<file path="src/tbim_isqrt_pipe.sv">
module tbim_isqrt_pipe #(
	parameter int RAD_W = 44,
	parameter int LANES = 1,
	parameter int SB_W  = 1
) (
	input  logic                              clk,
	input  logic                              arst_n,
	input  logic                              in_valid,
	output logic                              in_ready,
	input  logic [LANES-1:0][RAD_W-1:0]       in_rad,
	input  logic [SB_W-1:0]                   in_sb,
	output logic                              out_valid,
	input  logic                              out_ready,
	output logic [LANES-1:0][RAD_W/2-1:0]     out_root,
	output logic [SB_W-1:0]                   out_sb
);
	localparam int ROOT_W = RAD_W / 2;
	localparam int REM_W  = ROOT_W + 2;
	localparam int N      = ROOT_W;

	logic [N-1:0]                         v_q;
	logic [N-1:0]                         en;
	logic [LANES-1:0][REM_W-1:0]          rem_s  [N];
	logic [LANES-1:0][ROOT_W-1:0]         root_s [N];
	logic [LANES-1:0][RAD_W-1:0]          rad_s  [N];
	logic [SB_W-1:0]                      sb_s   [N];

	// One root bit per stage, most significant first.
	for (genvar k = 0; k < N; k++) begin : g_stg
		logic                         cur_v;
		logic [LANES-1:0][REM_W-1:0]  cur_rem;
		logic [LANES-1:0][ROOT_W-1:0] cur_root;
		logic [LANES-1:0][RAD_W-1:0]  cur_rad;
		logic [SB_W-1:0]              cur_sb;
		logic [LANES-1:0][REM_W-1:0]  nxt_rem;
		logic [LANES-1:0][ROOT_W-1:0] nxt_root;
		logic                         down_en;

		if (k == 0) begin : g_first
			assign cur_v    = in_valid;
			assign cur_rem  = '0;
			assign cur_root = '0;
			assign cur_rad  = in_rad;
			assign cur_sb   = in_sb;
		end else begin : g_rest
			assign cur_v    = v_q[k-1];
			assign cur_rem  = rem_s[k-1];
			assign cur_root = root_s[k-1];
			assign cur_rad  = rad_s[k-1];
			assign cur_sb   = sb_s[k-1];
		end

		if (k == N - 1) begin : g_last
			assign down_en = out_ready;
		end else begin : g_mid
			assign down_en = en[k+1];
		end

		assign en[k] = !v_q[k] || down_en;

		always_comb begin
			logic [REM_W-1:0] r2;
			logic [REM_W-1:0] trial;
			for (int l = 0; l < LANES; l++) begin
				r2    = {cur_rem[l][REM_W-3:0], cur_rad[l][RAD_W-1 -: 2]};
				trial = {cur_root[l], 2'b01};
				if (r2 >= trial) begin
					nxt_rem[l]  = r2 - trial;
					nxt_root[l] = {cur_root[l][ROOT_W-2:0], 1'b1};
				end else begin
					nxt_rem[l]  = r2;
					nxt_root[l] = {cur_root[l][ROOT_W-2:0], 1'b0};
				end
			end
		end

		always_ff @(posedge clk or negedge arst_n) begin
			if (!arst_n) begin
				v_q[k] <= 1'b0;
			end else if (en[k]) begin
				v_q[k] <= cur_v;
			end
		end

		always_ff @(posedge clk) begin
			if (en[k] && cur_v) begin
				rem_s[k]  <= nxt_rem;
				root_s[k] <= nxt_root;
				for (int l = 0; l < LANES; l++) begin
					rad_s[k][l] <= {cur_rad[l][RAD_W-3:0], 2'b00};
				end
				sb_s[k]   <= cur_sb;
			end
		end
	end

	assign in_ready  = en[0];
	assign out_valid = v_q[N-1];
	assign out_root  = root_s[N-1];
	assign out_sb    = sb_s[N-1];

endmodule

</file>
<file path="config.mk">
export PLATFORM = sky130hd
export DESIGN_NAME = tbim_isqrt_pipe
export DESIGN_NICKNAME = d
export VERILOG_FILES = /design/src/tbim_isqrt_pipe.sv
export SDC_FILE = /design/constraint.sdc
export NUM_CORES = 2
export LEC_CHECK = 0
export ABC_AREA = 1
export ABC_CLOCK_PERIOD_IN_PS = 9800
export BUFFER_PORTS_ARGS = -buffer_cell sky130_fd_sc_hd__buf_4
export CELL_PAD_IN_SITES_DETAIL_PLACEMENT = 0
export CELL_PAD_IN_SITES_GLOBAL_PLACEMENT = 1
export CORE_UTILIZATION = 46
export DETAILED_ROUTE_END_ITERATION = 10
export GPL_ROUTABILITY_DRIVEN = 0
export HOLD_SLACK_MARGIN = 0.12
export PLACE_DENSITY_LB_ADDON = 0.1
export SLEW_MARGIN = 5
export SYNTH_ARGS = -nofsm -noshare
export SYNTH_HDL_FRONTEND = slang
export SYNTH_SLANG_ARGS = --single-unit
</file>
<file path="constraint.sdc">
create_clock -name clk -period 9.8 [get_ports clk]
set_input_delay 0.49 -clock clk [delete_from_list [all_inputs] [get_ports clk]]
set_output_delay 0.49 -clock clk [all_outputs]
set_load 0.01 [all_outputs]
</file>
Word level (Yosys, flattened, before mapping)
Memories as Yosys holds them, arrays and structs flattened.
Cells that the tools add are included.
{ "word_totals": {"word_cells": 224, "romBits": 0, "ram_bits": 1958, "register_bits": 22, "output_inout_bits": 25, "latch_bits": 0, "memories": 4} }
{ "mem_list": {"columns": ["memory", "words", "width", "read_ports", "rd_ports_with_merged_regs", "write_ports", "line", "rtl"], "rows": [
  ["rad_s", 22, 42, 21, 0, 22, "25", "logic [LANES-1:0][RAD_W-1:0] rad_s [N];"],
  ["rem_s", 22, 24, 21, 0, 22, "23", "logic [LANES-1:0][REM_W-1:0] rem_s [N];"],
  ["root_s", 22, 22, 22, 0, 22, "24", "logic [LANES-1:0][ROOT_W-1:0] root_s [N];"],
  ["sb_s", 22, 1, 22, 0, 22, "26", "logic [SB_W-1:0] sb_s [N];"]
]} }
{ "classes": {"mul": 0, "n_addsub": 22, "n_reduce_logical": 66, "magnitude_cmp": 22, "shifts": 0, "bitwise_logic": 0, "n_mux": 88, "div": 0, "n_eq_ne": 0} }
{ "ops": {"columns": ["operator", "count"], "rows": [
  ["2-to-1 mux 24 bit", 22],
  ["greater-or-equal comparator 24 bit", 21],
  ["subtractor 24 bit", 21],
  ["2-to-1 mux 1 bit", 66],
  ["logical AND 1 bit", 22],
  ["zero test 1 bit", 22],
  ["logical OR 1 bit", 22],
  ["subtractor 2 x 1 -> 3 bit (second input constant)", 1],
  ["greater-or-equal comparator 2 x 1 -> 1 bit (second input constant)", 1]
]} }

Longest topological paths before layout
{ "logic_depth": {"depth_word": 26, "mapped_depth": 19} }

Worst setup path before layout
OpenSTA, ideal clock, no wires.
{ "synth_timing": {"kind": "input-to-reg", "start": "input out_ready", "end": "memory rad_s[0][44] (netlist bit), enable pin", "setup_ns": 0.488, "t_required_ns": 9.312, "path_stages": 14, "arrival_time_ns": 4.066, "path_buffers": 0, "setup_slack_ns": 5.246, "cell_sequence": "inv_1 -> nand3_1 -> nor2_2 -> nand4_2 -> nor2_2 -> nand4_2 -> nor2_2 -> nand4_2 -> nor2_2 -> nand4_2 -> nor2_2 -> nand2_1 -> inv_1 -> a21oi_1"} }
{ "synth_rtl": {"columns": ["element", "line", "rtl"], "rows": [
  ["start, declared", "13", "input logic out_ready,"],
  ["end, declared", "25", null]
]} }

Worst setup path after layout
{ "layout_timing": {"start": "input out_ready", "end": "output in_ready"} }
{ "layout_between": {"elab_chain_cells": 22} }
{ "layout_lines": {"columns": ["element", "line", "rtl"], "rows": [
  ["logical OR 1 bit (22 in a row)", "59", "assign en[k] = !v_q[k] || down_en;"],
  ["end, declared", "9", "output logic in_ready,"]
]} }
No other way between the ends.

==> results.md <==
* Status: finished, final reports clean
* EDFF count, synth at 1171
* Hold_buf cts at 49
* Critical path type: input pin to primary output
* Sequential share of the synthesized area at 64.75%
* # Post-CTS Setup Buffers at 0
* Clk_lat worst skew at 0.74 ns
* Fill count at 10242
* Count of input and output buffers at between 70 and 80
* CP Depth at 15
* Hold Violations, Final at 0
* WP buf/inv at 4
* Number of max-cap violations at 0
* Initial Util at 46.59%
* Root Buffer: clkbuf_16
* Vias in the first global route at 32263
* Ys flop type: edfxtp_1
* Worst Path Required at 9.31 ns
* Post-Syn Nets at 5004
* Global-route wire length before repair at approximately 180000 microns
* Nets at approximately 5200
* Mapped Avg Cell Area at 11.79 sq um
* Final wirelength at around 110000 microns
* Critical path cell sequence: dlygate4sd3_1 -> buf_4 -> inv_1 -> nand3_1 -> nor2_2 -> nand4_2 -> nor2_2 -> nand4_2 -> nor2_2 -> nand4_2 -> nor2_2 -> nand4_2 -> nor2_2 -> nand4_2 -> buf_4
* Vias per inst at 4.988
* CTS Sinks at about 1200
* Ys Warns at 0
* Share of cells above drive strength 1 at 7.885%
* Fin. max-slew vios at 0
* Area of the die at 0.1213 sq mm
* CP endpoint: in_ready
* Max Freq at 254.3 MHz
* Slowest stage delay, CP at 0.53 ns
* Peak supply drop at 0.2038 mV
* Area grow syn2layout at 13.49%
* TritonCTS Buffers at 131
* Critical path's top delay family: simple AND/OR/NAND/NOR gates
* Period minus WS final at 3.933 ns
* Routed wire per std cell at ~17 microns
* Starting DRT DRC Count at 2284
* Mapped Area at 0.05516 sq mm
* Overall Global Routing Usage at 19.09%
* Share of synthesized registers carrying an async set or reset at under 10%
* Leakage at 25.05 nW
* CTS resizes at 0
* Via count at 33031
* Chip Height at 348.3 microns
* Fin Setup TNS at 0 ns
* Placed insts at around 6300
* Slew headroom at 28.33%
* Startpoint types: input pin
* Reg-to-reg slack, setup at 6.40 ns
* Post-route insts no fill at 6622
* Die X at 348.3 microns
* Crit path DAT at 3.44 ns
* #FFs+latches synth at roughly 1200
* Period utilization at 40.13%
* Grt total ovfl at 0
* DR pass1 iterations at 7
* Reg clk slew, reported paths at 0.06 ns
* Critical path's slowest cell: dlygate4sd3_1
* Initial antenna violation count at 3
* Dpl hpwl at roughly 87000 microns
* Clk buf depth at 3
* # setup viols final at 0
* CP startpoint: out_ready
* Number of diodes at 0
* Synthesized instance count at 4679
* Critical path peak fanout at 4
* CP Capture Type: primary output
* Worst r2r path cells at 14
* Largest net degree at the start of global routing at 64
* Setup Skew at 0.03024 ns
* Cell Rows at around 130
* Netlist cell types at 76
* Slew @ Worst Pin at 1.074 ns
* CTS tree: built
* H-tree Lvls at 4
* RSZ-0062 raised after global routing: no
* R2r endpoint: rem_s[0][66]$_DFFE_PP_
* R2r startpoint: out_valid$_DFFE_PN0P_
* Power Density at 301.6 mW/mm^2
* # IOs at 74
* DRC Markers at 0
* Core area at between 0.1 and 0.15 sq mm
* Antenna viol nets, final at 0
* Hold/Removal Path Class: input pin to async pin
-- worst min path at each step --
stage / start / to / slack (ns) / cells after the start
2_1_floorplan: arst_n / g_stg[10].cur_v$_DFFE_PN0P_ / 0.19 / 0
3_3_place_gp: rad_s[2][164]$_DFFE_PP_ / rad_s[2][208]$_DFFE_PP_ / 0.40 / 0
3_5_place_dp: rad_s[0][78]$_DFFE_PP_ / rad_s[0][122]$_DFFE_PP_ / 0.40 / 0
4_1_cts: arst_n / g_stg[1].cur_v$_DFFE_PN0P_ / 0.16 / 2
5_1_grt: arst_n / g_stg[1].cur_v$_DFFE_PN0P_ / 0.21 / 2
6_report: arst_n / g_stg[2].cur_v$_DFFE_PN0P_ / 0.22 / 2
-- logic make-up after synthesis --
| logic type | after synthesis | share of synthesized area (%) |
|---|---|---|
| simple gates | 1451 | 11.47 |
| flops | 1193 | 64.75 |
| compound gates | 738 | 7.447 |
| buf+inv | 688 | 4.782 |
| xor+xnor | 330 | 5.240 |
| fa+ha+maj | 276 | 6.261 |
| mux | 2 | 0.04083 |
| other cells | 1 | 0.006799 |
-- flip-flops by register name, summed over array words and instances (netlist names) --
name         flops
root_s         253
g_stg.cur_v     21
out_valid        1
rad_s          462
sb_s            22
rem_s          434
-- synthesized netlist by cell type, types with 8 or more instances --
master / number / area, sq um
a211oi_1: 8 / 60.06
a21boi_0: 8 / 60.06
a21o_1: 16 / 120.1
a21oi_1: 276 / 1381
a31oi_1: 20 / 125.1
buf_2: 27 / 135.1
dfrtp_1: 22 / 550.5
edfxtp_1: 1171 / 35160
ha_1: 276 / 3453
inv_1: 638 / 2395
inv_2: 10 / 37.54
nand2_1: 712 / 2673
nand2_2: 8 / 50.05
nand3_1: 124 / 620.6
nand3_2: 9 / 90.09
nand3b_1: 12 / 90.09
nand4_1: 54 / 337.8
nor2_1: 373 / 1400
nor2_2: 14 / 87.58
nor3_1: 59 / 295.3
nor4_1: 28 / 175.2
o211ai_1: 15 / 112.6
o21a_1: 13 / 97.59
o21ai_0: 295 / 1476
o21ai_1: 24 / 120.1
o21bai_1: 13 / 97.59
or2_2: 19 / 118.9
xnor2_1: 138 / 1209
xor2_1: 192 / 1682
-- placed cells by master (no fill, tap or decap), drive strengths merged, types with 133 or more instances in the layout --
cell type / n
a21oi: 278
clkbuf: 175
edfxtp: 1171
ha: 276
inv: 652
nand2: 722
nand3: 133
nor2: 391
o21ai: 319
xnor2: 138
xor2: 192
-- where the power goes --
part,switching [mW],leakage (nW),internal (mW)
clock,2.05,2.08,2.81
combinational,3.37,11.6,1.88
sequential,0.949,11.3,7.82
-- stage by stage --
step	setup slack, ns	power (mW)	cell area [sq um]	utilization, %	hold WS, ns
final	5.867	18.88	62600	52.87	0.2166
after global routing	5.613	20.07	62600	52.87	0.2133
after CTS	5.854	19.10	62600	52.87	0.1582
after detailed placement	6.095	14.14	57770	48.80	0.4045
after global placement	6.132	14.11	57770	48.80	0.4002
after floorplan	5.246	12.36	55160	-	0.1944
-- routing by layer --
layer	GRT usage [%]	part of all wire, %	vias to the layer above
met2	31.10	47	575
li1	-	-	16785
met3	2.862	4.0	151
met4	5.286	2.0	2
met5	0	0.011	-
met1	26.63	47	15518
-- area by class of cell --
class | count | area (sq um) | share of cell area (%)
Sequential cell | 1193 | 35710 | 57.05
Clock buffer | 175 | 3513 | 5.612
Clock inverter | 63 | 823.3 | 1.315
Multi-Input combinational cell | 2798 | 16900 | 27.00
Tap cell | 1600 | 2002 | 3.198
Inverter | 648 | 2432 | 3.886
Timing Repair Buffer | 145 | 1211 | 1.935
Power figures use the tool's default switching activity.
